<file path="src/rtl/eip_pkg.sv">
package eip_pkg;

    localparam int MAX_FRAME = 2048;
    localparam int IDX_W     = $clog2(MAX_FRAME + 1);

    localparam int ETH_HDR = 14;
    localparam int IP_HDR  = 20;
    localparam int UDP_HDR = 8;

    localparam logic [15:0] KIND_IP   = 16'h0800;
    localparam logic [15:0] KIND_ARP  = 16'h0806;
    localparam logic [7:0]  PROTO_UDP = 8'd17;

    localparam logic [15:0] PORT_BOOTPS = 16'd67;
    localparam logic [15:0] PORT_BOOTPC = 16'd68;
    localparam logic [15:0] PORT_DNSS   = 16'd53;
    localparam logic [15:0] PORT_DNSC   = 16'd32769;

    localparam logic [15:0] CSUM_ONES = 16'hffff;

    localparam logic [3:0] V_ARP        = 4'd0;
    localparam logic [3:0] V_DHCP       = 4'd1;
    localparam logic [3:0] V_DNS        = 4'd2;
    localparam logic [3:0] V_SHORT_ETH  = 4'd3;
    localparam logic [3:0] V_BAD_TYPE   = 4'd4;
    localparam logic [3:0] V_SHORT_IP   = 4'd5;
    localparam logic [3:0] V_BAD_CSUM   = 4'd6;
    localparam logic [3:0] V_NOT_UDP    = 4'd7;
    localparam logic [3:0] V_SHORT_UDP  = 4'd8;
    localparam logic [3:0] V_PORT_MISS  = 4'd9;

    typedef struct packed {
        logic [IDX_W-1:0] frame_len;
        logic [15:0]      ether_kind;
        logic [19:0]      sum_accum;
        logic [15:0]      stored_csum;
        logic [7:0]       proto_byte;
        logic [15:0]      total_length;
        logic [15:0]      source_port;
        logic [15:0]      dst_port;
    } hdr_snap_t;

endpackage

</file>
<file path="src/rtl/eip_in_reg.sv">
module eip_in_reg
    import eip_pkg::*;
(
    input  logic       aclk,
    input  logic       aresetn,
    input  logic       s_tvalid,
    output logic       s_tready,
    input  logic [7:0] s_tdata,
    input  logic       s_tlast,
    output logic       in_valid,
    output logic [7:0] in_byte,
    output logic       in_last,
    input  logic       in_ready
);

    logic       valid_reg;
    logic [7:0] byte_reg;
    logic       last_reg;

    assign s_tready = !valid_reg || in_ready;
    assign in_valid = valid_reg;
    assign in_byte  = byte_reg;
    assign in_last  = last_reg;

    always_ff @(posedge aclk) begin
        if (!aresetn) begin
            valid_reg <= 1'b0;
        end else if (s_tready) begin
            valid_reg <= s_tvalid;
        end
    end

    always_ff @(posedge aclk) begin
        if (s_tvalid && s_tready) begin
            byte_reg <= s_tdata;
            last_reg <= s_tlast;
        end
    end

endmodule

</file>
<file path="src/rtl/eip_hdr_track.sv">
module eip_hdr_track
    import eip_pkg::*;
(
    input  logic      aclk,
    input  logic      aresetn,
    input  logic      in_valid,
    input  logic [7:0] in_byte,
    input  logic      in_last,
    output logic      in_ready,
    output logic      snap_valid,
    output hdr_snap_t snap,
    input  logic      snap_ready
);

    localparam logic [IDX_W-1:0] MAX_IDX  = IDX_W'(MAX_FRAME);
    localparam logic [IDX_W-1:0] POS_TYPE = IDX_W'(12);
    localparam logic [IDX_W-1:0] POS_IP   = IDX_W'(ETH_HDR);
    localparam logic [IDX_W-1:0] POS_UDP  = IDX_W'(ETH_HDR + IP_HDR);

    logic [IDX_W-1:0] idx_reg, idx_next, idx_upd;
    logic [15:0]      kind_reg, kind_next, kind_upd;
    logic [19:0]      sum_reg, sum_next, sum_upd;
    logic [15:0]      csum_reg, csum_next, csum_upd;
    logic [7:0]       proto_reg, proto_next, proto_upd;
    logic [15:0]      tlen_reg, tlen_next, tlen_upd;
    logic [15:0]      sport_reg, sport_next, sport_upd;
    logic [15:0]      dport_reg, dport_next, dport_upd;
    logic [7:0]       high_reg, high_next, high_upd;
    logic             snap_valid_reg, snap_valid_next;
    hdr_snap_t        snap_reg, snap_next;

    logic             go;
    logic             snap_free;
    logic [4:0]       ofs;
    logic [15:0]      word;

    assign snap_free  = !snap_valid_reg || snap_ready;
    assign go         = in_valid && (!in_last || snap_free);
    assign in_ready   = !in_valid || go;
    assign snap_valid = snap_valid_reg;
    assign snap       = snap_reg;
    assign ofs        = 5'(idx_reg - POS_IP);
    assign word       = {high_reg, in_byte};

    always_comb begin
        idx_upd   = idx_reg;
        kind_upd  = kind_reg;
        sum_upd   = sum_reg;
        csum_upd  = csum_reg;
        proto_upd = proto_reg;
        tlen_upd  = tlen_reg;
        sport_upd = sport_reg;
        dport_upd = dport_reg;
        high_upd  = high_reg;
        if (idx_reg < MAX_IDX) begin
            idx_upd = idx_reg + 1'b1;
            if (idx_reg == POS_TYPE) begin
                kind_upd[15:8] = in_byte;
            end else if (idx_reg == POS_TYPE + 1'b1) begin
                kind_upd[7:0] = in_byte;
            end else if (idx_reg >= POS_IP && idx_reg < POS_UDP) begin
                if (!ofs[0]) begin
                    high_upd = in_byte;
                end else begin
                    high_upd = 8'd0;
                    if (ofs == 5'd11) begin
                        csum_upd = word;
                    end else begin
                        sum_upd = sum_reg + 20'(word);
                    end
                end
                case (ofs)
                    5'd2:    tlen_upd[15:8] = in_byte;
                    5'd3:    tlen_upd[7:0]  = in_byte;
                    5'd9:    proto_upd      = in_byte;
                    5'd10:   csum_upd       = {in_byte, 8'd0};
                    default: ;
                endcase
            end else if (idx_reg == POS_UDP) begin
                sport_upd[15:8] = in_byte;
            end else if (idx_reg == POS_UDP + IDX_W'(1)) begin
                sport_upd[7:0] = in_byte;
            end else if (idx_reg == POS_UDP + IDX_W'(2)) begin
                dport_upd[15:8] = in_byte;
            end else if (idx_reg == POS_UDP + IDX_W'(3)) begin
                dport_upd[7:0] = in_byte;
            end
        end
    end

    always_comb begin
        idx_next        = idx_reg;
        kind_next       = kind_reg;
        sum_next        = sum_reg;
        csum_next       = csum_reg;
        proto_next      = proto_reg;
        tlen_next       = tlen_reg;
        sport_next      = sport_reg;
        dport_next      = dport_reg;
        high_next       = high_reg;
        snap_next       = snap_reg;
        snap_valid_next = snap_valid_reg && !snap_ready;
        if (go) begin
            if (in_last) begin
                idx_next               = '0;
                kind_next              = '0;
                sum_next               = '0;
                csum_next              = '0;
                proto_next             = '0;
                tlen_next              = '0;
                sport_next             = '0;
                dport_next             = '0;
                high_next              = '0;
                snap_valid_next        = 1'b1;
                snap_next.frame_len    = idx_upd;
                snap_next.ether_kind   = kind_upd;
                snap_next.sum_accum    = sum_upd;
                snap_next.stored_csum  = csum_upd;
                snap_next.proto_byte   = proto_upd;
                snap_next.total_length = tlen_upd;
                snap_next.source_port  = sport_upd;
                snap_next.dst_port     = dport_upd;
            end else begin
                idx_next   = idx_upd;
                kind_next  = kind_upd;
                sum_next   = sum_upd;
                csum_next  = csum_upd;
                proto_next = proto_upd;
                tlen_next  = tlen_upd;
                sport_next = sport_upd;
                dport_next = dport_upd;
                high_next  = high_upd;
            end
        end
    end

    always_ff @(posedge aclk) begin
        if (!aresetn) begin
            idx_reg        <= '0;
            kind_reg       <= '0;
            sum_reg        <= '0;
            csum_reg       <= '0;
            proto_reg      <= '0;
            tlen_reg       <= '0;
            sport_reg      <= '0;
            dport_reg      <= '0;
            high_reg       <= '0;
            snap_valid_reg <= 1'b0;
        end else begin
            idx_reg        <= idx_next;
            kind_reg       <= kind_next;
            sum_reg        <= sum_next;
            csum_reg       <= csum_next;
            proto_reg      <= proto_next;
            tlen_reg       <= tlen_next;
            sport_reg      <= sport_next;
            dport_reg      <= dport_next;
            high_reg       <= high_next;
            snap_valid_reg <= snap_valid_next;
        end
    end

    always_ff @(posedge aclk) begin
        snap_reg <= snap_next;
    end

    a_clear_on_last: assert property (@(posedge aclk) disable iff (!aresetn)
        go && in_last |=> idx_reg == '0 && snap_valid_reg)
        else $error("frame state not cleared after last beat");

    a_idx_bound: assert property (@(posedge aclk) disable iff (!aresetn)
        idx_reg <= MAX_IDX)
        else $error("byte count past frame limit");

    a_snap_hold: assert property (@(posedge aclk) disable iff (!aresetn)
        snap_valid_reg && !snap_ready |=> snap_valid_reg && $stable(snap_reg))
        else $error("pending header snapshot lost");

endmodule

</file>
<file path="src/rtl/eip_judge.sv">
module eip_judge
    import eip_pkg::*;
(
    input  logic        aclk,
    input  logic        aresetn,
    input  logic        snap_valid,
    input  hdr_snap_t   snap,
    output logic        snap_ready,
    output logic        m_tvalid,
    input  logic        m_tready,
    output logic [3:0]  verdict,
    output logic [15:0] payload_length
);

    localparam logic [IDX_W-1:0] LEN_ETH = IDX_W'(ETH_HDR);
    localparam logic [IDX_W-1:0] LEN_IP  = IDX_W'(ETH_HDR + IP_HDR);
    localparam logic [15:0]      LEN_UDP = 16'(IP_HDR + UDP_HDR);

    logic        valid_reg;
    logic [3:0]  verdict_reg, verdict_next;
    logic [15:0] plen_reg, plen_next;
    logic [16:0] fold;
    logic [15:0] csum_calc;

    assign snap_ready     = !valid_reg || m_tready;
    assign m_tvalid       = valid_reg;
    assign verdict        = verdict_reg;
    assign payload_length = plen_reg;

    assign fold      = 17'(snap.sum_accum[19:16]) + 17'(snap.sum_accum[15:0]);
    assign csum_calc = CSUM_ONES ^ (fold[15:0] + 16'(fold[16]));

    always_comb begin
        plen_next = 16'd0;
        if (snap.frame_len < LEN_ETH) begin
            verdict_next = V_SHORT_ETH;
        end else if (snap.ether_kind == KIND_ARP) begin
            verdict_next = V_ARP;
            plen_next    = 16'(snap.frame_len) - 16'(ETH_HDR);
        end else if (snap.ether_kind != KIND_IP) begin
            verdict_next = V_BAD_TYPE;
        end else if (snap.frame_len < LEN_IP) begin
            verdict_next = V_SHORT_IP;
        end else if (csum_calc != snap.stored_csum) begin
            verdict_next = V_BAD_CSUM;
        end else if (snap.proto_byte != PROTO_UDP) begin
            verdict_next = V_NOT_UDP;
        end else if (snap.total_length < LEN_UDP) begin
            verdict_next = V_SHORT_UDP;
        end else if (snap.dst_port == PORT_BOOTPC && snap.source_port == PORT_BOOTPS) begin
            verdict_next = V_DHCP;
            plen_next    = snap.total_length - LEN_UDP;
        end else if (snap.dst_port == PORT_DNSC && snap.source_port == PORT_DNSS) begin
            verdict_next = V_DNS;
            plen_next    = snap.total_length - LEN_UDP;
        end else begin
            verdict_next = V_PORT_MISS;
        end
    end

    always_ff @(posedge aclk) begin
        if (!aresetn) begin
            valid_reg <= 1'b0;
        end else if (snap_ready) begin
            valid_reg <= snap_valid;
        end
    end

    always_ff @(posedge aclk) begin
        if (snap_valid && snap_ready) begin
            verdict_reg <= verdict_next;
            plen_reg    <= plen_next;
        end
    end

    a_plen_kind: assert property (@(posedge aclk) disable iff (!aresetn)
        valid_reg && plen_reg != 16'd0 |->
            verdict_reg == V_ARP || verdict_reg == V_DHCP || verdict_reg == V_DNS)
        else $error("payload length on an error verdict");

endmodule

</file>
<file path="src/rtl/eth_ip_udp_rx_classifier.sv">
// Channel   Beat contents                                  Handshake
// s_        tdata[7:0] frame_byte, tlast last_byte         s_tvalid/s_tready
// m_        tdata[3:0] verdict, [19:4] payload_length      m_tvalid/m_tready
//
// One byte per cycle while no stalled result holds back a last beat.
// Three register stages: input, header tracker, verdict; a stall can hold each of them.
// Synchronous active-low reset clears the frame state and all valid flags.
// A stalled result only blocks a last beat; other bytes keep flowing.
module eth_ip_udp_rx_classifier
    import eip_pkg::*;
(
    input  logic        aclk,
    input  logic        aresetn,
    input  logic        s_tvalid,
    output logic        s_tready,
    input  logic [7:0]  s_tdata,   // [7:0] frame_byte
    input  logic        s_tlast,
    output logic        m_tvalid,
    input  logic        m_tready,
    output logic [23:0] m_tdata    // [3:0] verdict, [19:4] payload_length, [23:20] zero
);

    logic       in_valid;
    logic [7:0] in_byte;
    logic       in_last;
    logic       in_ready;
    logic       snap_valid;
    logic       snap_ready;
    hdr_snap_t  snap;
    logic [3:0]  verdict;
    logic [15:0] payload_length;

    eip_in_reg u_in_reg (
        .aclk     (aclk),
        .aresetn  (aresetn),
        .s_tvalid (s_tvalid),
        .s_tready (s_tready),
        .s_tdata  (s_tdata),
        .s_tlast  (s_tlast),
        .in_valid (in_valid),
        .in_byte  (in_byte),
        .in_last  (in_last),
        .in_ready (in_ready)
    );

    eip_hdr_track u_hdr_track (
        .aclk       (aclk),
        .aresetn    (aresetn),
        .in_valid   (in_valid),
        .in_byte    (in_byte),
        .in_last    (in_last),
        .in_ready   (in_ready),
        .snap_valid (snap_valid),
        .snap       (snap),
        .snap_ready (snap_ready)
    );

    eip_judge u_judge (
        .aclk           (aclk),
        .aresetn        (aresetn),
        .snap_valid     (snap_valid),
        .snap           (snap),
        .snap_ready     (snap_ready),
        .m_tvalid       (m_tvalid),
        .m_tready       (m_tready),
        .verdict        (verdict),
        .payload_length (payload_length)
    );

    assign m_tdata = {4'd0, payload_length, verdict};

endmodule
</file>
<file path="config.mk">
export PLATFORM = sky130hd
export DESIGN_NAME = eth_ip_udp_rx_classifier
export DESIGN_NICKNAME = d
export VERILOG_FILES = /design/src/rtl/eip_pkg.sv /design/src/rtl/eip_in_reg.sv /design/src/rtl/eip_hdr_track.sv /design/src/rtl/eip_judge.sv /design/src/rtl/eth_ip_udp_rx_classifier.sv
export SDC_FILE = /design/constraint.sdc
export NUM_CORES = 1
export LEC_CHECK = 0
export BUFFER_PORTS_ARGS = -buffer_cell sky130_fd_sc_hd__buf_4
export CAP_MARGIN = 20
export CORE_ASPECT_RATIO = 0.7
export CORE_MARGIN = 1.5
export CORE_UTILIZATION = 45
export CTS_BUF_LIST = sky130_fd_sc_hd__clkbuf_4
export CTS_CLUSTER_SIZE = 25
export DETAILED_ROUTE_END_ITERATION = 10
export PLACE_DENSITY = 0.65
export SYNTH_ARGS = -nofsm -noshare
export SYNTH_HDL_FRONTEND = slang
export SYNTH_SLANG_ARGS = --single-unit
</file>
<file path="constraint.sdc">
create_clock -name aclk -period 9.45 [get_ports aclk]
set_input_delay 1.4175 -clock aclk [delete_from_list [all_inputs] [get_ports aclk]]
set_output_delay 1.4175 -clock aclk [all_outputs]
set_load 0.03 [all_outputs]
</file>
---- Yosys cells after proc, flatten, opt, wreduce, memory -nomap -nowiden ----
Cells that the tools add are included.
storage, ports and cells
  logic and storage cells ................. 161
  flip-flop bits (word level) ............. 280
  output and inout port bits .............. 26
  input port bits ......................... 13
operators by class
  bitwise operators ....................... 1
  order comparisons ....................... 6
  mux-type cells .......................... 77
  reductions and logical operators ........ 23
  eq/ne operators ......................... 21
  add/subtract/negate cells ............... 7
operator list
  operator                                                                               count
  16-bit two-way mux                                                                     35
  8-bit two-way mux                                                                      23
  20-bit two-way mux                                                                     7
  12-bit by 6-bit == test with 1-bit output (second input constant)                      4
  16-bit by 7-bit == test with 1-bit output (second input constant)                      2
  12-bit by 4-bit == test with 1-bit output (second input constant)                      2
  12-bit by 6-bit < comparator with 1-bit output (second input constant)                 2
  12-bit two-way mux                                                                     2
  20-bit by 16-bit adder with 20-bit output                                              1
  4-bit by 16-bit adder with 17-bit output                                               1
  16-bit by 1-bit adder with 16-bit output                                               1
  16-bit by 12-bit == test with 1-bit output (second input constant)                     1
  16-bit == test (second input constant)                                                 1
  16-bit by 6-bit == test with 1-bit output (second input constant)                      1
  16-bit by 5-bit < comparator with 1-bit output (second input constant)                 1
  16-bit by 12-bit != test with 1-bit output (second input constant)                     1
  16-bit != test                                                                         1
  16-bit inverter                                                                        1
  16-bit by 5-bit subtractor with 16-bit output (second input constant)                  1
  5-bit by 4-bit == test with 1-bit output (second input constant)                       3
  12-bit by 4-bit subtractor with 13-bit output (second input constant)                  1
  12-bit by 1-bit adder with 12-bit output (second input constant)                       1
  12-bit by 4-bit greater-or-equal comparator with 1-bit output (second input constant)  1
  12-bit < comparator (second input constant)                                            1
  other kinds (17)                                                                       40

---- Longest topological paths before layout ----
  depth after elaboration ................. 10
  depth in mapped cells ................... 18
  gate-level depth less buffers ........... 16

---- Cells and area by module ----
A second synthesis with hierarchy kept.
unflattened totals
  cell total of the unflattened synthesis .. 1,276
  area, all modules ....................... 14,061.0 um^2
by module, submodules not included
  module                    times used  sequential area each (um^2)  cells each  area an instance (um^2)
  eip_hdr_track             1           6,185.9                      933         10,920.5
  eip_judge                 1           620.6                        324         2,778.9
  eip_in_reg                1           290.3                        14          327.8
  eth_ip_udp_rx_classifier  1           0.0                          5           33.8

---- Worst setup path after synthesis ----
No wires, ideal clock.
  kind .................................... input-to-reg
  start point ............................. input m_tready
  end point ............................... register u_hdr_track.snap_reg (netlist bit u_hdr_track.snap[0]) (enable)
  arrival time ............................ 4.409 ns
  cell stages on the path ................. 3
  library setup time ...................... 0.496 ns
  path buffers ............................ 0
  required time ........................... 8.954 ns
  path slack .............................. 4.545 ns
  path through ............................ nor2_1 > nand2_1 > and3_1
between the ends
  word-level cells in the longest chain between the ends .. 5
ends and longest elaborated chain
  what                           line                            text
  from (decl)                    eth_ip_udp_rx_classifier.sv:19  input logic m_tready,
  1-bit logical OR               eip_judge.sv:25                 assign snap_ready = !valid_reg || m_tready;
  1-bit logical OR               eip_hdr_track.sv:37             assign snap_free = !snap_valid_reg || snap_ready;
  1-bit logical OR               eip_hdr_track.sv:38             assign go = in_valid && (!in_last || snap_free);
  1-bit logical AND              eip_hdr_track.sv:38
  2-bit AND reduction (no line)  n/a
  to (signal assigned)           eip_hdr_track.sv:164            snap_reg <= snap_next;
  to (decl)                      eip_hdr_track.sv:30             hdr_snap_t snap_reg, snap_next;
No other way between the ends.
A chain may end at the register's enable or synchronous reset.

---- Final worst setup path ----
  start point ............................. register u_hdr_track.snap_reg (netlist bit u_hdr_track.snap[72])
  end point ............................... register u_judge.plen_reg[8] (netlist: u_judge.payload_length[8]) (data pin)
between the ends
  word-level cells in the longest chain between the ends .. 8
ends and longest elaborated chain
  what                                      line             text
  4-bit by 16-bit adder with 17-bit output  eip_judge.sv:30  assign fold = 17'(snap.sum_accum[19:16]) + 17'(snap.sum_accum[15:0]);
  16-bit by 1-bit adder with 16-bit output  eip_judge.sv:31  assign csum_calc = CSUM_ONES ^ (fold[15:0] + 16'(fold[16]));
  16-bit inverter (no line)                 n/a
  16-bit != test                            eip_judge.sv:44  end else if (csum_calc != snap.stored_csum) begin
  16-bit two-way mux                        eip_judge.sv:44
  16-bit two-way mux                        eip_judge.sv:42  end else if (snap.frame_len < LEN_IP) begin
  16-bit two-way mux                        eip_judge.sv:40  end else if (snap.ether_kind != KIND_IP) begin
  16-bit two-way mux                        eip_judge.sv:37  end else if (snap.ether_kind == KIND_ARP) begin
  to (signal assigned)                      eip_judge.sv:72  plen_reg <= plen_next;
  to (decl)                                 eip_judge.sv:21  logic [15:0] plen_reg, plen_next;
No other way between the ends.

==> reports/summary.md <==
The clock slew at the register clock pins of the worst setup and hold paths is 0.06 ns. For this block, the initial DRC count from the detailed router was 1,073. Yosys instantiated no cell more often than edfxtp_1.

The tools report the register area share after synthesis as 51.0%. The tools report the core region area as 30,200 um^2. By count the netlist is led by 149 x edfxtp_1, 142 x nor2_1, 131 x dfxtp_1. Distinct cell type count of the synthesized netlist: 84.

The run gives 41.9% as the clock share of power. The leading area contributor after synthesis was edfxtp_1. For this run, the number of Yosys warnings is 0. The tools report the number of sinks driven by the clock tree as 280.

The path class of the tightest hold or removal check is reg2reg. The initial utilization of the core area, before any placement, comes to 46.0%. The tools report the number of endpoints with negative hold slack in the final report as 0. The run finished with clean final reports.

The tools report the global placer's final weighted congestion as 0.904. The critical path in this run is classified as reg2reg. The source-to-sink clock delay at the later pin of the worst-skew pair is 0.72 ns, and the number of cells produced by synthesis is 1,315. Fill cells in the final layout number 2,758.

The die is 213 um wide. The largest single stage delay on the critical path is 0.85 ns. In this run, synthesis inferred 149 flip-flops with an integrated enable. Endpoint class of the critical path: a register. The worst setup path is launched from a register. The power share of the combinational group was 5.1%.

The tools report the total of cells resized after clock tree synthesis as 0. The largest individual stage delay along the critical path comes from the cell a2111oi_4. After detailed routing, the number of remaining DRC violations is 0. Sequential cells account for 53.0% of the total power.

Once the clock tree was built, the setup fixing pass inserted 0 buffers. At the pin with the least slew margin, the transition time is 1.08 ns. Fraction of layout instances using a drive strength above 1: 18.9%. The post-route clock period utilization is 51.5%.

For the global router's overall resource usage, the log shows 22.5%. The die covers 32,000 um^2. Buffer depth of the longest clock path: 3. The achievable frequency is 205 MHz.

The number of vias per cell after detailed routing came out at 5.72. Summed over all cells, the static leakage comes to 5.81 nW. Among all flip-flop cells after synthesis, the most frequent one is edfxtp_1. Of all nets on the critical path, the largest fanout is 18. The worst setup margin was 4.58 ns; the remaining number of nets flagged by the antenna check after routing was 0. After synthesis, the largest area contributor takes up 32.1% of total cell area. Number of buffers and inverters on the critical path: 1. The logs give 0 for the number of setup violations in the final report and 1,845 for the count of non-filler cells in the finished layout. The tools report the first-pass iteration count of the detailed router as 5. Fraction of registers with async set or reset after synthesis: 0%. Power spread over the standard cell area amounts to 160 nW/um^2. Measured along the y axis, the die boundary spans 150 um.

The number of clock buffers added by TritonCTS is 72. The worst ir drop on vdd was 0.105 mV. The number of hold buffers added after CTS was 0. The number of pins exceeding their max-slew limit in the final report was 0. The synthesized design contains 280 register bits. After floorplanning, the core was divided into 53 placement rows. The growth of design area from synthesis to finish works out to 11.1%. Summing over every cut layer, the via total after detailed routing is 10,545.

The tool flagged a number of max-cap violations equal to 0. For this design the total switching power over the nets is 0.611 mW. The total power draw is 2.48 mW. The cell that appears most often on the critical path is ha_1. For the summed instance area of the synthesized netlist, the log shows 13,900 um^2. The worst slew margin relative to its limit came out at 27.6%.

Sorting the synthesized cells by area gives the leading types as edfxtp_1 32%, dfxtp_1 19%, mux2_2 5.9%, a22oi_1 5.7%, nor2_1 3.8%. At the worst endpoint, the arrival time is 5.41 ns. The critical path goes through ha_1 > inv_1 > fa_1 > nand2b_1 > a21oi_1 > and4_1 > ha_1 > ha_1 > nand2_1 > nor2_1 > and3_1 > nand3_1 > a2111oi_2 > o2111ai_2 > a2111oi_4 > a32o_1. The flip-flop count of the largest register after layout was 120. Subtracting the final worst setup slack from the clock period gives 4.87 ns. Entering global routing, the biggest net connects 87 pins.

The synthesized area per cell was 10.6 um^2; the maximum clock skew at final layout was 0.0472 ns. During placement, the flow inserted port buffers numbering 34. The kind of cell with the highest combined delay along the critical path is compound AO/OA/AOI/OAI gates.

In the final timing run, aggregate negative setup slack is 0 ns. The logs give 9,813 for the number of global-route vias before repair and 1,711 for the cell total after placement. For the worst path required time, the log shows 10.00 ns.

Pin placement for this block handled 39 I/O pins. Hold is met by 0.485 ns. After global routing the overflow that remains totals 0. Number of antenna violations at the first check in global routing: 1. For this run, the post-layout net count is 1,420. The first-pass GRT wire length is 54,900 um. Dividing the detail-routed wire length by the instance count gives 19.1 um. TritonCTS built the clock tree. Cell internal power was estimated by the tool at 1.87 mW.

The tools report the final wirelength as 35,300 um. The cell sitting at the root of the clock tree is a clkbuf_4. The run gives 4.65 ns as the worst slack at placement.

After legalization and detailed placement, the total HPWL measured 22,700 um. Setup repair after global routing left no endpoint under its margin. In this run switching power makes up 24.6% of total power. In this run the number of H-tree levels came out at 3.
==> worst min-delay path: cells and delay by family (launching register included) <==
kind               cells  cell delay, ns
DFF                    1            0.32
and+or+nand+nor        1            0.05
AOI/OAI and AO/OA      1            0.06
==> cell type report <==
cell class	instances	area, um^2	area share (%)
multi-input combinational	936	6420	41.5
timing repair buffer	53	395	2.56
clock inverter	19	75.1	0.485
inverter	32	120	0.777
sequential	280	7100	45.9
antenna	1	2.50	0.0162
tap	412	515	3.33
clock buffer	112	841	5.44
==> per-stage QoR <==
| step | instance area [um^2] | util [%] |
|---|---|---|
| global placement | 14500 | 48.1 |
| detailed placement | 14500 | 48.1 |
| CTS | 15500 | 51.1 |
| floorplan | 13900 | - |
| global route | 15500 | 51.2 |
| finish | 15500 | 51.2 |
==> power by group through the flow <==
stage,Combinational [mW],Sequential (mW),Clock (mW)
5_1_grt,0.137,1.32,1.13
3_3_place_gp,0.125,1.34,0
2_1_floorplan,0.0822,1.34,0
3_5_place_dp,0.125,1.34,0
6_report,0.126,1.31,1.04
4_1_cts,0.126,1.31,1.07
==> layout by cell type, fill, tap and decap left out, types with 7 or more instances in the layout <==
master	synthesis	routed
nand3b_1	7	7
nor2_1	142	141
a21boi_0	7	7
mux2i_1	13	13
inv_1	31	31
o22ai_1	8	8
xor2_1	34	34
nand4_1	15	15
edfxtp_1	149	149
nor3_1	20	20
nand3_1	39	39
clkinv_1	0	13
xnor2_1	30	30
dfxtp_1	131	131
and2_1	8	8
clkbuf_4	0	113
a21o_1	19	19
mux2_2	73	73
o21bai_1	7	7
nor4_1	16	15
and3_1	11	10
or3_1	7	7
a32o_1	9	9
a21oi_1	45	45
a22oi_1	105	105
nand2_1	103	102
a31oi_1	8	8
nor2b_1	30	30
o21ai_0	35	35
ha_1	30	30
buf_4	6	51
==> path summary, 6_finish.rpt <==
path / end / slack [ns] / depth (start not counted) / from
worst max-delay path: u_judge.payload_length[8] / 4.58 / 16 / u_hdr_track.snap[72]
worst min-delay path: u_hdr_track.sum_reg[8] / 0.48 / 2 / u_hdr_track.sum_reg[8]
worst max register to register: u_judge.payload_length[8] / 4.58 / 16 / u_hdr_track.snap[72]
worst min register to register: u_hdr_track.sum_reg[8] / 0.48 / 2 / u_hdr_track.sum_reg[8]
==> logic make-up after synthesis <==
| kind of cell | Yosys count | share of synthesized area [%] |
|---|---|---|
| buffers and inverters | 102 | 3.09 |
| DFF | 280 | 51.0 |
| and+or+nand+nor | 438 | 15.4 |
| AOI/OAI and AO/OA | 308 | 16.0 |
| other | 1 | 0.0269 |
| muxes | 86 | 6.84 |
| xor gates and xnor gates | 68 | 4.68 |
| adders and majority gates | 32 | 2.98 |
==> routing by layer <==
layer | GRT usage, % | share of wire [%] | vias to the layer above | wire, um
met5 | 0 | 0 | - | 0
met4 | 6.97 | 1.8 | 0 | 620
met3 | 5.97 | 8.8 | 55 | 3100
met2 | 30.4 | 39 | 387 | 13700
met1 | 34.6 | 51 | 5038 | 17800
li1 | - | - | 5065 | -
Note: power is estimated with default switching activity, not from simulation.
